[src/design/assert_macros.svh]
// Assertion macros shared by the grid restriction RTL.
// Both macros sample on clk_i and are disabled while rst_ni is low.
`ifndef ASSERT_MACROS_SVH
`define ASSERT_MACROS_SVH
`ifndef SYNTH
`define G3D_ASSERT(name, prop) \
  name: assert property (@(posedge clk_i) disable iff (!rst_ni) (prop)) \
    else $error("g3d_rfw: property violated");
`define G3D_ASSERT_NEVER(name, expr) \
  name: assert property (@(posedge clk_i) disable iff (!rst_ni) !(expr)) \
    else $error("g3d_rfw: forbidden condition seen");
`else
`define G3D_ASSERT(name, prop)
`define G3D_ASSERT_NEVER(name, expr)
`endif
`endif

[src/design/g3d_rfw_pkg.sv]
`timescale 1ns / 1ps

package g3d_rfw_pkg;

  localparam int unsigned SizeW      = 5;   // size register width
  localparam int unsigned PosW       = 5;   // position field width
  localparam int unsigned CoordW     = 7;   // fine coordinate, covers 2*31+2
  localparam int unsigned TapCntW    = 6;   // 4x4x4 taps
  localparam int unsigned WgtW       = 5;   // tap weights 1, 3, 9, 27
  localparam int unsigned RoundShift = 9;   // divide by 512
  localparam int unsigned PaddrW     = 4;
  localparam int unsigned PdataW     = 32;

  localparam logic [SizeW-1:0] SizeReset = 5'd16;

  localparam logic [1:0] RegSizeX = 2'd0;
  localparam logic [1:0] RegSizeY = 2'd1;
  localparam logic [1:0] RegSizeZ = 2'd2;

  typedef enum logic [0:0] {
    OpWrite   = 1'b0,
    OpCompute = 1'b1
  } opcode_e;

  typedef enum logic [1:0] {
    SIdle,
    SRead,
    SFinish
  } state_e;

  typedef struct packed {
    logic [SizeW-1:0] nx;
    logic [SizeW-1:0] ny;
    logic [SizeW-1:0] nz;
  } size_t;

  typedef struct packed {
    logic            clear;
    logic            issue;
    logic [WgtW-1:0] weight;
  } mac_ctl_t;

  typedef struct packed {
    logic rd_pend;
    logic prod_pend;
  } mac_sts_t;

  // Fine neighbor index for coarse cell c on an axis of n coarse cells.
  function automatic logic [CoordW-1:0] nbr_idx(input logic [PosW-1:0]  c,
                                                input logic [SizeW-1:0] n,
                                                input logic [1:0]       sel);
    logic [CoordW-1:0] two_c;
    two_c = {1'b0, c, 1'b0};
    case (sel)
      2'd0: nbr_idx = (c != '0) ? two_c - CoordW'(1) : two_c;
      2'd1: nbr_idx = two_c;
      2'd2: nbr_idx = two_c + CoordW'(1);
      default: begin
        nbr_idx = (({1'b0, c} + 6'd1) < {1'b0, n}) ? two_c + CoordW'(2)
                                                   : two_c + CoordW'(1);
      end
    endcase
  endfunction

  // Product of the three 1D weights: 3 per axis for an inner tap, else 1.
  function automatic logic [WgtW-1:0] tap_weight(input logic [TapCntW-1:0] k);
    logic [1:0] inner;
    inner = 2'(k[1] ^ k[0]) + 2'(k[3] ^ k[2]) + 2'(k[5] ^ k[4]);
    case (inner)
      2'd0:    tap_weight = 5'd1;
      2'd1:    tap_weight = 5'd3;
      2'd2:    tap_weight = 5'd9;
      default: tap_weight = 5'd27;
    endcase
  endfunction

endpackage

[src/design/g3d_rfw_if.sv]
`timescale 1ns / 1ps

interface g3d_rfw_req_if #(
  parameter int unsigned SAMPLE_WIDTH = 32
) ();
  logic                                   valid;
  logic                                   ready;
  g3d_rfw_pkg::opcode_e                   opcode;
  logic [g3d_rfw_pkg::PosW-1:0]           pos_x;
  logic [g3d_rfw_pkg::PosW-1:0]           pos_y;
  logic [g3d_rfw_pkg::PosW-1:0]           pos_z;
  logic signed [SAMPLE_WIDTH-1:0]         sample_value;

  modport source (
    output valid, opcode, pos_x, pos_y, pos_z, sample_value,
    input  ready
  );
  modport sink (
    input  valid, opcode, pos_x, pos_y, pos_z, sample_value,
    output ready
  );
endinterface

interface g3d_rfw_rsp_if #(
  parameter int unsigned SAMPLE_WIDTH = 32
) ();
  logic                           valid;
  logic                           ready;
  logic signed [SAMPLE_WIDTH-1:0] coarse_value;
  logic                           range_error;

  modport source (
    output valid, coarse_value, range_error,
    input  ready
  );
  modport sink (
    input  valid, coarse_value, range_error,
    output ready
  );
endinterface

[src/design/g3d_rfw_seq.sv]
`timescale 1ns / 1ps

module g3d_rfw_seq #(
  parameter int unsigned SAMPLE_WIDTH = 32,
  parameter int unsigned FINE_W       = 5
) (
  input  logic                        clk_i,
  input  logic                        rst_ni,
  g3d_rfw_req_if.sink                 req_i,
  g3d_rfw_rsp_if.source               rsp_o,
  input  g3d_rfw_pkg::size_t          size_i,
  input  g3d_rfw_pkg::mac_sts_t       mac_sts_i,
  input  logic [SAMPLE_WIDTH-1:0]     mac_result_i,
  output g3d_rfw_pkg::mac_ctl_t       mac_ctl_o,
  output logic                        mem_we_o,
  output logic [3*FINE_W-1:0]         mem_waddr_o,
  output logic [SAMPLE_WIDTH-1:0]     mem_wdata_o,
  output logic                        mem_re_o,
  output logic [3*FINE_W-1:0]         mem_raddr_o
);

  localparam int unsigned CoordW = g3d_rfw_pkg::CoordW;

  g3d_rfw_pkg::state_e state_q, state_d;

  logic [g3d_rfw_pkg::TapCntW-1:0] cnt_q;
  logic [FINE_W-1:0]               ix_q [4];
  logic [FINE_W-1:0]               iy_q [4];
  logic [FINE_W-1:0]               iz_q [4];
  logic [CoordW-1:0]               nbr_x [4];
  logic [CoordW-1:0]               nbr_y [4];
  logic [CoordW-1:0]               nbr_z [4];
  logic                            err_q;
  logic                            rsp_valid_q, rsp_valid_d;
  logic [SAMPLE_WIDTH-1:0]         rsp_value_q;
  logic                            rsp_err_q;

  logic              accept, is_compute, in_bounds, range_err, finish_ok, load_rsp;
  logic [CoordW-1:0] wx, wy, wz;

  assign accept     = req_i.valid && req_i.ready;
  assign is_compute = (req_i.opcode == g3d_rfw_pkg::OpCompute);

  assign wx = CoordW'(req_i.pos_x);
  assign wy = CoordW'(req_i.pos_y);
  assign wz = CoordW'(req_i.pos_z);

  assign in_bounds = (wx < {1'b0, size_i.nx, 1'b0}) &&
                     (wy < {1'b0, size_i.ny, 1'b0}) &&
                     (wz < {1'b0, size_i.nz, 1'b0});
  assign range_err = (req_i.pos_x >= size_i.nx) || (req_i.pos_y >= size_i.ny) ||
                     (req_i.pos_z >= size_i.nz);

  // write path: in-bounds positions always fit FINE_W bits
  assign mem_we_o    = accept && !is_compute && in_bounds;
  assign mem_waddr_o = {wz[FINE_W-1:0], wy[FINE_W-1:0], wx[FINE_W-1:0]};
  assign mem_wdata_o = req_i.sample_value;

  always_comb begin
    for (int i = 0; i < 4; i++) begin
      nbr_x[i] = g3d_rfw_pkg::nbr_idx(req_i.pos_x, size_i.nx, 2'(i));
      nbr_y[i] = g3d_rfw_pkg::nbr_idx(req_i.pos_y, size_i.ny, 2'(i));
      nbr_z[i] = g3d_rfw_pkg::nbr_idx(req_i.pos_z, size_i.nz, 2'(i));
    end
  end

  always_ff @(posedge clk_i) begin
    if (accept && is_compute) begin
      err_q <= range_err;
      for (int i = 0; i < 4; i++) begin
        ix_q[i] <= nbr_x[i][FINE_W-1:0];
        iy_q[i] <= nbr_y[i][FINE_W-1:0];
        iz_q[i] <= nbr_z[i][FINE_W-1:0];
      end
    end
  end

  assign finish_ok = !mac_sts_i.rd_pend && !mac_sts_i.prod_pend &&
                     (!rsp_valid_q || rsp_o.ready);

  // next state
  always_comb begin
    state_d = state_q;
    case (state_q)
      g3d_rfw_pkg::SIdle: begin
        if (accept && is_compute) begin
          state_d = range_err ? g3d_rfw_pkg::SFinish : g3d_rfw_pkg::SRead;
        end
      end
      g3d_rfw_pkg::SRead: begin
        if (cnt_q == '1) begin
          state_d = g3d_rfw_pkg::SFinish;
        end
      end
      g3d_rfw_pkg::SFinish: begin
        if (finish_ok) begin
          state_d = g3d_rfw_pkg::SIdle;
        end
      end
      default: state_d = g3d_rfw_pkg::SIdle;
    endcase
  end

  // outputs
  always_comb begin
    req_i.ready      = 1'b0;
    mem_re_o         = 1'b0;
    load_rsp         = 1'b0;
    mac_ctl_o.clear  = accept && is_compute;
    mac_ctl_o.issue  = 1'b0;
    mac_ctl_o.weight = g3d_rfw_pkg::tap_weight(cnt_q);
    case (state_q)
      g3d_rfw_pkg::SIdle:   req_i.ready = 1'b1;
      g3d_rfw_pkg::SRead: begin
        mem_re_o        = 1'b1;
        mac_ctl_o.issue = 1'b1;
      end
      g3d_rfw_pkg::SFinish: load_rsp = finish_ok;
      default: ;
    endcase
  end

  // tap order: x fastest, then y, then z
  assign mem_raddr_o = {iz_q[cnt_q[5:4]], iy_q[cnt_q[3:2]], ix_q[cnt_q[1:0]]};

  always_ff @(posedge clk_i or negedge rst_ni) begin
    if (!rst_ni) begin
      state_q     <= g3d_rfw_pkg::SIdle;
      cnt_q       <= '0;
      rsp_valid_q <= 1'b0;
    end else begin
      state_q     <= state_d;
      rsp_valid_q <= rsp_valid_d;
      if (accept) begin
        cnt_q <= '0;
      end else if (state_q == g3d_rfw_pkg::SRead) begin
        cnt_q <= cnt_q + 1'b1;
      end
    end
  end

  always_comb begin
    rsp_valid_d = rsp_valid_q;
    if (load_rsp) begin
      rsp_valid_d = 1'b1;
    end else if (rsp_o.ready) begin
      rsp_valid_d = 1'b0;
    end
  end

  always_ff @(posedge clk_i) begin
    if (load_rsp) begin
      rsp_value_q <= err_q ? '0 : mac_result_i;
      rsp_err_q   <= err_q;
    end
  end

  assign rsp_o.valid        = rsp_valid_q;
  assign rsp_o.coarse_value = rsp_value_q;
  assign rsp_o.range_error  = rsp_err_q;

endmodule

[src/flat_wrapper.sv]
// flat-port wrapper written by rule: the top's interface ports become plain ports
module g3d_rfw_seq_flat 
#(
  parameter int unsigned SAMPLE_WIDTH = 32,
  parameter int unsigned FINE_W       = 5
)
  (clk_i, rst_ni, size_i, mac_sts_i, mac_result_i, mac_ctl_o, mem_we_o, mem_waddr_o, mem_wdata_o, mem_re_o, mem_raddr_o, req_i_valid, req_i_opcode, req_i_pos_x, req_i_pos_y, req_i_pos_z, req_i_sample_value, req_i_ready, rsp_o_valid, rsp_o_coarse_value, rsp_o_range_error, rsp_o_ready);
  g3d_rfw_req_if #(.SAMPLE_WIDTH(SAMPLE_WIDTH)) req_i_i ();
  g3d_rfw_rsp_if #(.SAMPLE_WIDTH(SAMPLE_WIDTH)) rsp_o_i ();
  input  logic clk_i;
  input  logic rst_ni;
  input  g3d_rfw_pkg::size_t size_i;
  input  g3d_rfw_pkg::mac_sts_t mac_sts_i;
  input  logic [SAMPLE_WIDTH-1:0] mac_result_i;
  output g3d_rfw_pkg::mac_ctl_t mac_ctl_o;
  output logic mem_we_o;
  output logic [3*FINE_W-1:0] mem_waddr_o;
  output logic [SAMPLE_WIDTH-1:0] mem_wdata_o;
  output logic mem_re_o;
  output logic [3*FINE_W-1:0] mem_raddr_o;
  input wire logic [$bits(req_i_i.valid)-1:0] req_i_valid;
  input wire logic [$bits(req_i_i.opcode)-1:0] req_i_opcode;
  input wire logic [$bits(req_i_i.pos_x)-1:0] req_i_pos_x;
  input wire logic [$bits(req_i_i.pos_y)-1:0] req_i_pos_y;
  input wire logic [$bits(req_i_i.pos_z)-1:0] req_i_pos_z;
  input wire logic [$bits(req_i_i.sample_value)-1:0] req_i_sample_value;
  output wire logic [$bits(req_i_i.ready)-1:0] req_i_ready;
  output wire logic [$bits(rsp_o_i.valid)-1:0] rsp_o_valid;
  output wire logic [$bits(rsp_o_i.coarse_value)-1:0] rsp_o_coarse_value;
  output wire logic [$bits(rsp_o_i.range_error)-1:0] rsp_o_range_error;
  input wire logic [$bits(rsp_o_i.ready)-1:0] rsp_o_ready;
  assign req_i_i.valid = req_i_valid;
  assign req_i_i.opcode = req_i_opcode;
  assign req_i_i.pos_x = req_i_pos_x;
  assign req_i_i.pos_y = req_i_pos_y;
  assign req_i_i.pos_z = req_i_pos_z;
  assign req_i_i.sample_value = req_i_sample_value;
  assign req_i_ready = req_i_i.ready;
  assign rsp_o_valid = rsp_o_i.valid;
  assign rsp_o_coarse_value = rsp_o_i.coarse_value;
  assign rsp_o_range_error = rsp_o_i.range_error;
  assign rsp_o_i.ready = rsp_o_ready;
  g3d_rfw_seq #(.SAMPLE_WIDTH(SAMPLE_WIDTH), .FINE_W(FINE_W)) u_core (.clk_i(clk_i), .rst_ni(rst_ni), .req_i(req_i_i), .rsp_o(rsp_o_i), .size_i(size_i), .mac_sts_i(mac_sts_i), .mac_result_i(mac_result_i), .mac_ctl_o(mac_ctl_o), .mem_we_o(mem_we_o), .mem_waddr_o(mem_waddr_o), .mem_wdata_o(mem_wdata_o), .mem_re_o(mem_re_o), .mem_raddr_o(mem_raddr_o));
endmodule
[config.mk]
export PLATFORM = sky130hd
export DESIGN_NAME = g3d_rfw_seq_flat
export DESIGN_NICKNAME = d
export VERILOG_FILES = /design/src/design/assert_macros.svh /design/src/design/g3d_rfw_pkg.sv /design/src/design/g3d_rfw_if.sv /design/src/design/g3d_rfw_seq.sv /design/src/flat_wrapper.sv
export SDC_FILE = /design/constraint.sdc
export NUM_CORES = 1
export LEC_CHECK = 0
export ABC_AREA = 1
export BUFFER_PORTS_ARGS = -buffer_cell sky130_fd_sc_hd__buf_4
export CAP_MARGIN = 0
export CORE_UTILIZATION = 44
export DETAILED_ROUTE_END_ITERATION = 10
export PLACE_DENSITY = 0.69
export SYNTH_ARGS = -nofsm -noshare
export SYNTH_HDL_FRONTEND = slang
export SYNTH_SLANG_ARGS = --single-unit
[constraint.sdc]
create_clock -name clk_i -period 5.9 [get_ports clk_i]
set_input_delay 0.295 -clock clk_i [delete_from_list [all_inputs] [get_ports clk_i]]
set_output_delay 0.295 -clock clk_i [all_outputs]
set_load 0.02 [all_outputs]
==> results of run 1 <==
-- area by class of cell --
class,instances,share of cell area
Tap cell,168,0.03117
Inverter,97,0.05399
Clock buffer,9,0.03340
Sequential cell,85,0.3718
Timing Repair Buffer,142,0.1584
Clock inverter,7,0.01076
Multi-Input combinational cell,364,0.3404
-- power by group through the flow --
| stage | combinational [mW] | sequential [mW] | clock [mW] |
|---|---|---|---|
| CTS | 0.600 | 0.807 | 0.571 |
| global placement | 0.583 | 0.816 | 0 |
| global route | 0.654 | 0.816 | 0.591 |
| detailed placement | 0.596 | 0.819 | 0 |
| floorplan | 0.387 | 0.835 | 0 |
| finish | 0.593 | 0.807 | 0.555 |
-- worst max-delay path, cell delays in order (launching register included) --
cell,delay (ns)
dfrtp_1,0.42
nor2_1,0.27
nand2_1,0.21
nor2_4,0.93
buf_4,0.29
-- synthesized netlist by cell type, types with 7 or more instances --
cell,number
dfrtp_1,9
inv_1,97
o22ai_1,12
edfxtp_1,76
clkbuf_1,7
nand2_1,88
nor2_1,73
ha_1,51
xor2_1,13
a21oi_1,17
nand3_1,17
nand4_1,18
o21ai_0,42
buf_4,50
-- cell families after synthesis --
logic type                 synth area share
and+or+nand+nor                      0.1850
buffers and inverters                0.1453
DFF                                  0.4473
AOI/OAI and AO/OA                   0.07857
adders and majority gates            0.1174
xor gates and xnor gates            0.02500
other                              0.001340
-- registers in the layout, summed over array words and instances, names as in the netlist --
| name | count |
|---|---|
| u_core.state_q | 2 |
| u_core.rsp_o.range_error | 1 |
| u_core.ix_q | 14 |
| u_core.err_q | 1 |
| u_core.rsp_o.valid | 1 |
| u_core.iy_q | 14 |
| u_core.cnt_q | 6 |
| u_core.iz_q | 14 |
| u_core.rsp_o.coarse_value | 32 |
-- placed cells by master (no fill, tap or decap) --
cell type / count
nor3_2: 1
xnor2_1: 3
nor3_1: 1
dlygate4sd3_1: 1
clkinv_1: 1
nand2_2: 3
o21bai_1: 3
clkinvlp_4: 1
inv_6: 2
nand3b_4: 3
nor2_2: 3
conb_1: 2
a21oi_1: 17
edfxtp_1: 76
a21oi_2: 3
o31ai_1: 2
ha_1: 51
nor2_4: 2
xor2_1: 13
nand4_4: 3
a31oi_1: 1
dfrtp_1: 9
clkinv_4: 1
o21ai_0: 42
nand4_1: 18
nand3_1: 17
nand2_1: 88
buf_4: 141
nor2_1: 72
o22ai_1: 12
bufinv_16: 1
clkinv_2: 1
nand3_4: 3
clkbuf_16: 9
fa_1: 1
inv_1: 97
-- metal layers --
layer / wire, um / track usage / part of all wire
met1: 5259 / 0.2371 / 0.44
met5: 0 / 0 / 0
met4: 285 / 0.09004 / 0.024
met3: 819 / 0.03426 / 0.068
met2: 5617 / 0.3052 / 0.47
-- path summary, 6_finish.rpt --
check | start | endpoint | depth (start not counted)
worst max-delay path | u_core.state_q[0] | mac_ctl_o[6] | 4
worst min-delay path | req_i_pos_y[1] | u_core.iy_q[1][2] | 1
worst max register to register | u_core.state_q[0] | u_core.iz_q[0][1] | 3
worst min register to register | u_core.rsp_o.valid | u_core.rsp_o.valid | 2
max in group asynchronous | rst_ni | u_core.cnt_q[0] | 2
min in group asynchronous | rst_ni | u_core.cnt_q[4] | 2
-- what timing repair did --
item                                    4_1_cts  5_1_grt
endpoints found under the setup margin        0        0
endpoints found under the hold margin         9        0
hold buffers                                  1        0
==> summary.md, run 1 <==
| Metric | Value |
|---|---|
| Post-Layout Cell Count | `872` |
| Initial antenna violation count | `0` |
| Largest net degree at the start of global routing | `45` |
| Cells resized by post-CTS repair | `0` |
| HP Class | `in2reg` |
| Area growth syn-to-layout | `20.31%` |
| CP arrival | `approximately 2.5 ns` |
| Leading area contributor after synthesis | `edfxtp_1` |
| Endpoints failing hold | `0` |
| Actual slew at the worst max-slew pin | `between 1 and 1.5 ns` |
| Boundary Pins | `~210` |
| Post-CTS setup buffer count | `0` |
| # rows | `40` |
| Total die area | `between 10000 and 15000 sq um` |
| Worst Setup Start Kind | `flop` |
| Multi-input gate area | `2296 sq um` |
| Core footprint | `12210 sq um` |
| Final nets | `852` |
| Final setup violation count | `0` |
| Clock Tree Root | `clkbuf_16` |
| Synth Warn # | `0` |
| Final-layout fill cell count | `between 1000 and 1500` |
| Final WL | `roughly 12 mm` |
| Crit-path max FO | `44` |
| Placed cell count | `roughly 860` |
| Combinational share of power | `0.303` |
| Post-synth EDFFs | `between 70 and 80` |
| Unrepaired setup endpoints after global routing | `no` |
| Via-per-instance ratio | `just under 5` |
| Post-route ant nets | `0` |
| FF+latch area | `between 2000 and 3000 sq um` |
| Setup TNS | `0 ns` |
| CP Data Required Time | `roughly 5.6 ns` |
| Post-synthesis register bit count | `85` |
| PwrDens | `around 290 nW/um^2` |
| Hold Slack | `about 0.23 ns` |
| Antenna fix cells | `0` |
| R2r setup slk | `3.67 ns` |
| Final core occ | `0.5523` |
| HPWL Detailed | `between 9 and 10 mm` |
| Buffers added on ports | `140` |
| Share of cells above drive strength 1 | `0.2514` |
| CTS tree | `built` |
| Ys async rst share | `0.1059` |
| Cell area after layout | `roughly 6700 sq um` |
| Number of global-route vias before repair | `4056` |
| Clock Sinks | `85` |
| First-pass GRT wire length | `19.17 mm` |
| Vias | `roughly 4200` |
| Grt total ovfl | `0` |
| WS Path Type | `reg2out` |
| Setup Skew | `between 0.004 and 0.005 ns` |
| Status | `finished clean` |
| Net switching power | `around 640 uW` |
| Slew Limit Fails | `0` |
| Mean Syn Cell Area | `~9.2 sq um` |
| Die width | `between 100 and 150 um` |
| Area contributors post-synth | `edfxtp_1 41%, ha_1 11%, buf_4 6.7%` |
| Sequential share of power | `0.413` |
| Clock buffer depth | `2` |
| Pre-CTS WS | `approximately 3.5 ns` |
| Worst setup EP type | `output port` |
| Wire length per cell | `between 10 and 15 um` |
| Clock Power Share | `0.284` |
| Final min period | `2.765 ns` |
| VDD IR-drop max | `~0.00018 V` |
| Num CTS Buffers | `9` |
| H-Tree Depth | `3` |
| Remaining DRCs | `0` |
| Fin crit share | `0.4687` |
| Synth Cell Area | `roughly 5600 sq um` |
| Total power draw | `1.955 mW` |
| FMAX | `between 300 and 400 MHz` |
| Pre-antenna DRT Iters | `5` |
| Sequential cell area fraction in the yosys report | `0.4473` |
| GRT Total Usage | `0.1859` |
| Syn Inst Count | `about 610` |
| Mapped Nets | `762` |
| Internal | `around 1.3 mW` |
| Clk pin slew, worst setup/hold paths | `~0.06 ns` |
| Post-synthesis cell type count | `30` |
| Starting Density | `0.4590` |
| Switch share | `0.3266` |
| Crit path setup slack, layout | `roughly 3.1 ns` |
| 1st-iter DRT viols | `between 200 and 300` |
| Yosys top cell area share | `0.4071` |
| Clock latency on the worst-skew pair | `~0.34 ns` |
| MaxCap Viol Count | `0` |
| Gpl congestion | `about 0.92` |
| Chip Height | `about 110 um` |
| Static leakage | `approximately 3.3 nW` |
| Top_reg_cell synth | `edfxtp_1` |
| Post-Place Cell Area | `6436 sq um` |
| Max-slew headroom | `0.2105` |
No activity file was read; power rests on OpenSTA's default activity.
==> run 2: changes to the inputs <==
--- a/config.mk
+++ b/config.mk
@@ -5,12 +5,12 @@
 export SDC_FILE = /design/constraint.sdc
 export NUM_CORES = 1
 export LEC_CHECK = 0
-export ABC_AREA = 1
+export ABC_AREA = 0
 export BUFFER_PORTS_ARGS = -buffer_cell sky130_fd_sc_hd__buf_4
 export CAP_MARGIN = 0
 export CORE_UTILIZATION = 44
 export DETAILED_ROUTE_END_ITERATION = 10
-export PLACE_DENSITY = 0.69
+export PLACE_DENSITY = 0.7
 export SYNTH_ARGS = -nofsm -noshare
 export SYNTH_HDL_FRONTEND = slang
 export SYNTH_SLANG_ARGS = --single-unit
==> constraint.sdc (replaced) <==
create_clock -name clk_i -period 2.7 [get_ports clk_i]
set_input_delay 0.135 -clock clk_i [delete_from_list [all_inputs] [get_ports clk_i]]
set_output_delay 0.135 -clock clk_i [all_outputs]
set_load 0.02 [all_outputs]
==> run 2 against run 1 <==
The flow now finishes with violations (design-rule violations). Combinational power increased by 110%. Power increased by 110%. Non-clock buffer count increased by 5. Global-route usage decreased by 0.99 points. Flip-flop and latch count unchanged. Worst setup slack got worse by 2.7 ns. Sequential share of layout area increased by 1.8 points. Largest cell class unchanged.
==> summary.md, run 2 <==
| Metric | Value |
|---|---|
| Mean Syn Cell Area | `11.07 sq um (+20%)` |
| R2r setup slk | `1.01 ns (-2.66 ns)` |
| Multi-input gate area | `2218 sq um (-3.4%)` |
| Leading area contributor after synthesis | `edfxtp_1` |
| Synth Warn # | `0 (unchanged)` |
| Buffers added on ports | `140 (unchanged)` |
| Grt total ovfl | `0 (unchanged)` |
| Failing checks | `design-rule violations` |
| Total die area | `12470 sq um (-5.5%)` |
| Number of global-route vias before repair | `3512 (-13%)` |
| Post-CTS setup buffer count | `0 (unchanged)` |
| Crit path buffers/inverters | `1 (unchanged)` |
| Area contributors post-synth | `edfxtp_1 43%, ha_1 12%, buf_4 7.5%` |
| Critical-path cell list | `ha_1, fa_1, and2_1, buf_4` |
| Area growth syn-to-layout | `21.71%` |
| Most common cell after layout, fill and taps aside | `buf_4` |
| Setup Skew | `0.009406 ns (+0.005343 ns)` |
| Critical Path Stages | `4 (unchanged)` |
| Largest register FFs | `32 (unchanged)` |
| First-pass GRT wire length | `17.21 mm (-10%)` |
| H-Tree Depth | `3 (unchanged)` |
| Yosys top cell area share | `0.4313 (+0.02416)` |
| Starting Density | `0.4575 (-0.001481)` |
| Share of cells above drive strength 1 | `0.3019 (+0.05050)` |
| Initial antenna violation count | `0 (unchanged)` |
| Endpoints failing hold | `0 (unchanged)` |
| Num CTS Buffers | `9 (unchanged)` |
| Crit-path max FO | `12 (-73%)` |
| Syn Inst Count | `478 (-22%)` |
| Via-per-instance ratio | `5.006 (+3.1%)` |
| Max stage delay on crit path | `0.58 ns (-0.35 ns)` |
| GRT Total Usage | `0.1760 (-0.009920)` |
| MaxCap Viol Count | `0 (unchanged)` |
| Cell area after layout | `6440 sq um (-4.5%)` |
| Die width | `111.7 um (-2.8%)` |
| Boundary Pins | `207 (unchanged)` |
| Worst setup EP type | `output port` |
| Mapped Nets | `631 (-17%)` |
| Remaining DRCs | `15 (+15)` |
| Ys async rst share | `0.1059 (unchanged)` |
| Final min period | `2.247 ns` |
| Worst path slowest cell | `dfrtp_1` |
| Sequential cell area fraction in the yosys report | `0.4739 (+0.02655)` |
| Top_reg_cell synth | `edfxtp_1` |
| Worst r2r src | `u_core.state_q[0]` |
| Vias | `3584 (-15%)` |
| Worst Setup Start Kind | `flop` |
| Chip Height | `111.7 um (-2.8%)` |
| Post-synthesis register bit count | `85 (unchanged)` |
| Core footprint | `11560 sq um (-5.3%)` |
| Crit path max-delay family | `adder cells` |
| CTS tree | `built` |
| Final nets | `721 (-15%)` |
| Antenna fix cells | `0 (unchanged)` |
| 1st-iter DRT viols | `118 (-59%)` |
| Clock Tree Root | `clkbuf_16` |
| Wire length per cell | `14.85 um (+8.1%)` |
| Reg2reg end | `u_core.ix_q[3][0]` |
| Clock buffer depth | `2 (unchanged)` |
| Clock Sinks | `85 (unchanged)` |
| Commonest cells in the netlist | `76 x edfxtp_1, 53 x buf_4, 51 x ha_1` |
| Final WL | `10.64 mm (-11%)` |
| PwrDens | `640.4 nW/um^2 (+120%)` |
| VDD IR-drop max | `0.0002836 V (+55%)` |
| Gpl congestion | `0.8658 (-6.1%)` |
| Post-synth EDFFs | `76 (unchanged)` |
| CP Data Required Time | `2.57 ns (-3.04 ns)` |
| Commonest non-fill, non-tap cells in the layout | `145 x buf_4, 76 x edfxtp_1, 51 x ha_1` |
| Worst Min Path Start | `req_i_pos_y[0]` |
| Synth Cell Area | `5291 sq um (-5.6%)` |
| Hold Crit Depth | `1 (unchanged)` |
| Post-synthesis cell type count | `39 (+30%)` |
| Final setup violation count | `0 (unchanged)` |
| Unrepaired setup endpoints after global routing | `no` |
| Slew Limit Fails | `0 (unchanged)` |
| Setup TNS | `0 ns (unchanged)` |
| Post-route ant nets | `0 (unchanged)` |
| R2R cell count | `3 (unchanged)` |
| WS Path Type | `reg2out` |
| Fin crit share | `0.8323` |
| Pre-antenna DRT Iters | `10 (+5)` |
| Top-count cell post-synth | `edfxtp_1` |
| Largest net degree at the start of global routing | `35 (-22%)` |
| Static leakage | `2.778 nW (-15%)` |
| Hold path endpoint | `u_core.iy_q[1][1]` |
| HP Class | `in2reg` |
| FMAX | `approximately 450 MHz` |
| Clk pin slew, worst setup/hold paths | `0.06 ns (about the same)` |
| Status | `finished with violations` |
| Final-layout fill cell count | `1023 (-8.3%)` |
| Post-Place Cell Area | `6137 sq um (-4.6%)` |
| FF+latch area | `2507 sq um (unchanged)` |
| # rows | `39 (-2.5%)` |
| HPWL Detailed | `8.158 mm (-11%)` |
| CP arrival | `2.11 ns (-0.36 ns)` |
| Clock latency on the worst-skew pair | `0.33 ns (about the same)` |
-- run 2: changes by cell type after synthesis, sizes merged, moves of 12 or more --
cell,change
nand4,-21
nand2,-77
nor2b,+48
inv,-64
xnor2,+12
o22ai,-12
mux2i,+12
a211oi,+14
nor2,-56
o21ai,-30
-- run 2: per-layer routing --
| layer | up-vias | wire length (um) | track usage |
|---|---|---|---|
| li1 | 1791 | - | - |
| met1 | 1631 | 4537 | 0.2129 |
| met2 | 120 | 5059 | 0.2948 |
| met3 | 42 | 666 | 0.03048 |
| met4 | 0 | 371 | 0.1045 |
| met5 | - | 0 | 0 |
-- run 2: repair_timing --
item                                   in CTS  in global routing
hold buffers                                1                  0
gates resized for setup                     0                  0
endpoints found under the hold margin       9                  0
-- run 2: kinds of logic (layout without fill, tap and decap cells) --
kind of cell	after synthesis	count (layout)	synth area share
AOI/OAI and AO/OA	72	72	0.08418
muxes	15	15	0.02909
adders and majority gates	52	52	0.1244
DFF	85	85	0.4739
xor gates and xnor gates	27	27	0.04469
and+or+nand+nor	124	124	0.1324
other	2	2	0.001419
buffers and inverters	101	196	0.1100
-- run 2: final cells by class --
class                      instances  area share
clock buffer                      10     0.03555
clock inverter                     6    0.009909
inverter                          33     0.01923
multi-input combinational        292      0.3445
sequential                        85      0.3894
tap                              143     0.02778
timing repair buffer             147      0.1737
-- run 2: power breakdown --
part | switching [mW] | internal (mW)
Clock | 0.483 | 0.715
Sequential | 0.0695 | 1.62
Combinational | 0.707 | 0.527
-- run 2: worst max-delay path by stage --
stage,from,to,slack [ns]
after global routing,u_core.cnt_q[1],mac_ctl_o[4],0.31
after floorplan,u_core.state_q[0],u_core.err_q,0.20
after global placement,req_i_pos_z[0],u_core.iz_q[3][2],0.54
after CTS,u_core.cnt_q[1],mac_ctl_o[4],0.41
final,u_core.cnt_q[1],mac_ctl_o[4],0.45
after detailed placement,req_i_pos_z[0],u_core.iz_q[3][2],0.44
-- run 2: stage by stage --
stage / cells / hold WS [ns] / worst slack [ns] / power [mW] / util
2_1_floorplan: 478 / -0.1606 / 0.1979 / 2.559 / -
3_3_place_gp: 699 / -0.03523 / 0.5360 / 2.943 / 0.5307
3_5_place_dp: 699 / -0.03105 / 0.4395 / 2.967 / 0.5307
4_1_cts: 716 / 0.03906 / 0.4103 / 4.178 / 0.5569
5_1_grt: 716 / 0.04407 / 0.3120 / 4.353 / 0.5569
6_report: 716 / 0.05136 / 0.4529 / 4.124 / 0.5569
==> run 3: changes to the inputs <==
--- a/config.mk
+++ b/config.mk
@@ -5,12 +5,12 @@
 export SDC_FILE = /design/constraint.sdc
 export NUM_CORES = 1
 export LEC_CHECK = 0
-export ABC_AREA = 0
+export ABC_AREA = 1
 export BUFFER_PORTS_ARGS = -buffer_cell sky130_fd_sc_hd__buf_4
 export CAP_MARGIN = 0
 export CORE_UTILIZATION = 44
 export DETAILED_ROUTE_END_ITERATION = 10
-export PLACE_DENSITY = 0.7
+export PLACE_DENSITY = 0.69
 export SYNTH_ARGS = -nofsm -noshare
 export SYNTH_HDL_FRONTEND = slang
 export SYNTH_SLANG_ARGS = --single-unit
==> constraint.sdc (replaced) <==
create_clock -name clk_i -period 2.1 [get_ports clk_i]
set_input_delay 0.105 -clock clk_i [delete_from_list [all_inputs] [get_ports clk_i]]
set_output_delay 0.105 -clock clk_i [all_outputs]
set_load 0.02 [all_outputs]
==> run 3 against run 2 <==
The run now ends clean. Sequential power rose by 33%. Die area increased by 5.8%. Combinational power is 44% higher. Cell area increased by 5.8%. Non-clock buffer count is 1 higher. Critical path depth increased by 1. Sequential share of layout area fell by 2.1 points. Cell count up 23%.
==> summary.md, run 3 (synthesized netlist as in run 1, its figures left out) <==
| Metric | Value |
|---|---|
| Vias | `4349 (+21%)` |
| Clock Tree Root | `clkbuf_16` |
| Clock Sinks | `85 (unchanged)` |
| Chip Height | `114.9 um (+2.9%)` |
| Commonest non-fill, non-tap cells in the layout | `146 x buf_4, 97 x inv_1, 88 x nand2_1` |
| Reg2reg end | `u_core.state_q[1]` |
| Internal | `3.732 mW (+30%)` |
| Boundary Pins | `207 (unchanged)` |
| Worst r2r src | `u_core.state_q[0]` |
| Crit path setup slack, layout | `0.08644 ns (-0.3664 ns)` |
| Total power draw | `5.561 mW (+35%)` |
| Fin crit share | `0.9588` |
| Status | `finished clean` |
| MaxCap Viol Count | `0 (unchanged)` |
| Worst Min Path Start | `req_i_pos_z[1]` |
| Unrepaired setup endpoints after global routing | `no` |
| Initial antenna violation count | `0 (unchanged)` |
| R2R cell count | `7 (+4)` |
| Antenna fix cells | `0 (unchanged)` |
| Largest register FFs | `32 (unchanged)` |
| Total die area | `13200 sq um (+5.8%)` |
| Hold path endpoint | `u_core.iz_q[2][2]` |
| Crit-path max FO | `7 (-5)` |
| Critical-path cell list | `ha_1, fa_1, nand2_1, inv_1, buf_4` |
| Share of cells above drive strength 1 | `0.2620 (-0.03995)` |
| Max stage delay on crit path | `0.57 ns (about the same)` |
| Clock buffer depth | `2 (unchanged)` |
| Core footprint | `12210 sq um (+5.6%)` |
| Hold Crit Depth | `1 (unchanged)` |
| H-Tree Depth | `3 (unchanged)` |
| Net switching power | `1.829 mW (+45%)` |
| Endpoints failing hold | `0 (unchanged)` |
| FMAX | `496.6 MHz` |
| Number of global-route vias before repair | `4234 (+21%)` |
| WS Path Type | `reg2out` |
| Remaining DRCs | `0 (-15)` |
| Combinational share of power | `0.318 (+0.019)` |
| Grt total ovfl | `0 (unchanged)` |
| Setup Skew | `0.005902 ns (-0.003504 ns)` |
| Final setup violation count | `0 (unchanged)` |
| Sequential share of power | `0.404 (-0.006)` |
| Worst Setup Start Kind | `flop` |
| Switch share | `0.3289 (+0.02363)` |
| First-pass GRT wire length | `19.81 mm (+15%)` |
| R2r setup slk | `0.50 ns (-0.51 ns)` |
| Largest net degree at the start of global routing | `45 (+29%)` |
| Post-route ant nets | `0 (unchanged)` |
| Num CTS Buffers | `9 (unchanged)` |
| Pre-CTS WS | `0.2418 ns (-0.1977 ns)` |
| Wire length per cell | `14.29 um (-3.8%)` |
| VDD IR-drop max | `0.0004364 V (+54%)` |
| Final nets | `858 (+19%)` |
| Pre-antenna DRT Iters | `5 (-5)` |
| Clk pin slew, worst setup/hold paths | `0.06 ns (about the same)` |
| HP Class | `in2reg` |
| Die width | `114.9 um (+2.9%)` |
| Worst setup EP type | `output port` |
| Most common cell after layout, fill and taps aside | `buf_4` |
| CP Data Required Time | `2.00 ns (-0.57 ns)` |
| Slew Limit Fails | `0 (unchanged)` |
| HPWL Detailed | `9.479 mm (+16%)` |
| Final min period | `just over 2 ns` |
| Crit path buffers/inverters | `2 (+1)` |
| Setup TNS | `0 ns (unchanged)` |
| Area growth syn-to-layout | `21.56%` |
| 1st-iter DRT viols | `302 (+160%)` |
| Final WL | `12.55 mm (+18%)` |
| Hold Slack | `0.03397 ns (-0.01740 ns)` |
| Buffers added on ports | `140 (unchanged)` |
| Starting Density | `0.4590 (+0.001481)` |
| GRT Total Usage | `0.1930 (+0.01706)` |
| CP arrival | `1.91 ns (-0.20 ns)` |
| Static leakage | `3.281 nW (+18%)` |
| CTS tree | `built` |
| Crit path max-delay family | `adder cells` |
| Via-per-instance ratio | `4.953 (-1.0%)` |
| Worst path slowest cell | `fa_1` |
| # rows | `40 (+2.6%)` |
| Gpl congestion | `0.8946 (+3.3%)` |
| Clock Power Share | `0.278 (-0.012)` |
| Clock latency on the worst-skew pair | `0.34 ns (about the same)` |
| PwrDens | `816.1 nW/um^2 (+27%)` |
| Final core occ | `0.5580 (+0.001138)` |
-- run 3: cell types whose count changed in the layout (fill, tap and decap cells not counted), moves of 6 or more --
| cell | delta |
|---|---|
| nor2_1 | +50 |
| nor3b_1 | -6 |
| inv_1 | +64 |
| nor2b_1 | -48 |
| mux2i_1 | -12 |
| nand4_1 | +18 |
| nand2_1 | +74 |
| o22ai_1 | +12 |
| o21ai_0 | +30 |
| nand2b_1 | -6 |
| a21oi_1 | -13 |
| xnor2_1 | -12 |
| a211oi_1 | -13 |
-- run 3: final cells by class --
cell class	count	area, sq um
Clock buffer	10	229.0
Multi-Input combinational cell	364	2310
Inverter	97	364.1
Clock inverter	6	62.56
Fill cell	1079	5398
Timing Repair Buffer	148	1126
Sequential cell	85	2512
Tap cell	168	210.2
-- run 3: what timing repair did --
| item | in CTS | in global routing |
|---|---|---|
| hold buffers | 1 | 0 |
| pin swaps | 0 | 1 |
| buffers inserted | 1 | 1 |
| endpoints found under the setup margin | 1 | 1 |
| gates resized for setup | 1 | 3 |
| endpoints found under the hold margin | 9 | 0 |
-- run 3: through the flow --
step	instance area [sq um]	instances
3_5_place_dp	6492	859
5_1_grt	6814	878
6_report	6814	878
4_1_cts	6803	877
3_3_place_gp	6492	859
2_1_floorplan	5632	609
-- run 3: per-layer routing --
layer  GRT usage  wire length [um]  up-vias
met4      0.1091               456        0
met5           0                 0        -
met1      0.2360              5465     1998
li1            -                 -     2150
met3     0.03216               786       51
met2      0.3245              5840      150
-- run 3: worst max path at each step --
stage	slack [ns]	from	cells after the start	endpoint
4_1_cts	0.006	u_core.cnt_q[1]	5	mac_ctl_o[4]
2_1_floorplan	0.09	u_core.state_q[0]	3	u_core.err_q
5_1_grt	0.007	u_core.cnt_q[5]	5	mac_ctl_o[4]
3_3_place_gp	0.31	req_i_pos_z[0]	9	u_core.iz_q[3][1]
3_5_place_dp	0.24	req_i_pos_z[0]	9	u_core.iz_q[3][3]
6_report	0.09	u_core.cnt_q[5]	5	mac_ctl_o[4]
-- run 3: power groups by stage --
| stage | combinational, mW | sequential (mW) | clock, mW |
|---|---|---|---|
| floorplan | 1.11 | 2.35 | 0 |
| global placement | 1.69 | 2.29 | 0 |
| detailed placement | 1.74 | 2.29 | 0 |
| global route | 1.94 | 2.27 | 1.65 |
| finish | 1.77 | 2.24 | 1.55 |
| CTS | 1.78 | 2.24 | 1.58 |
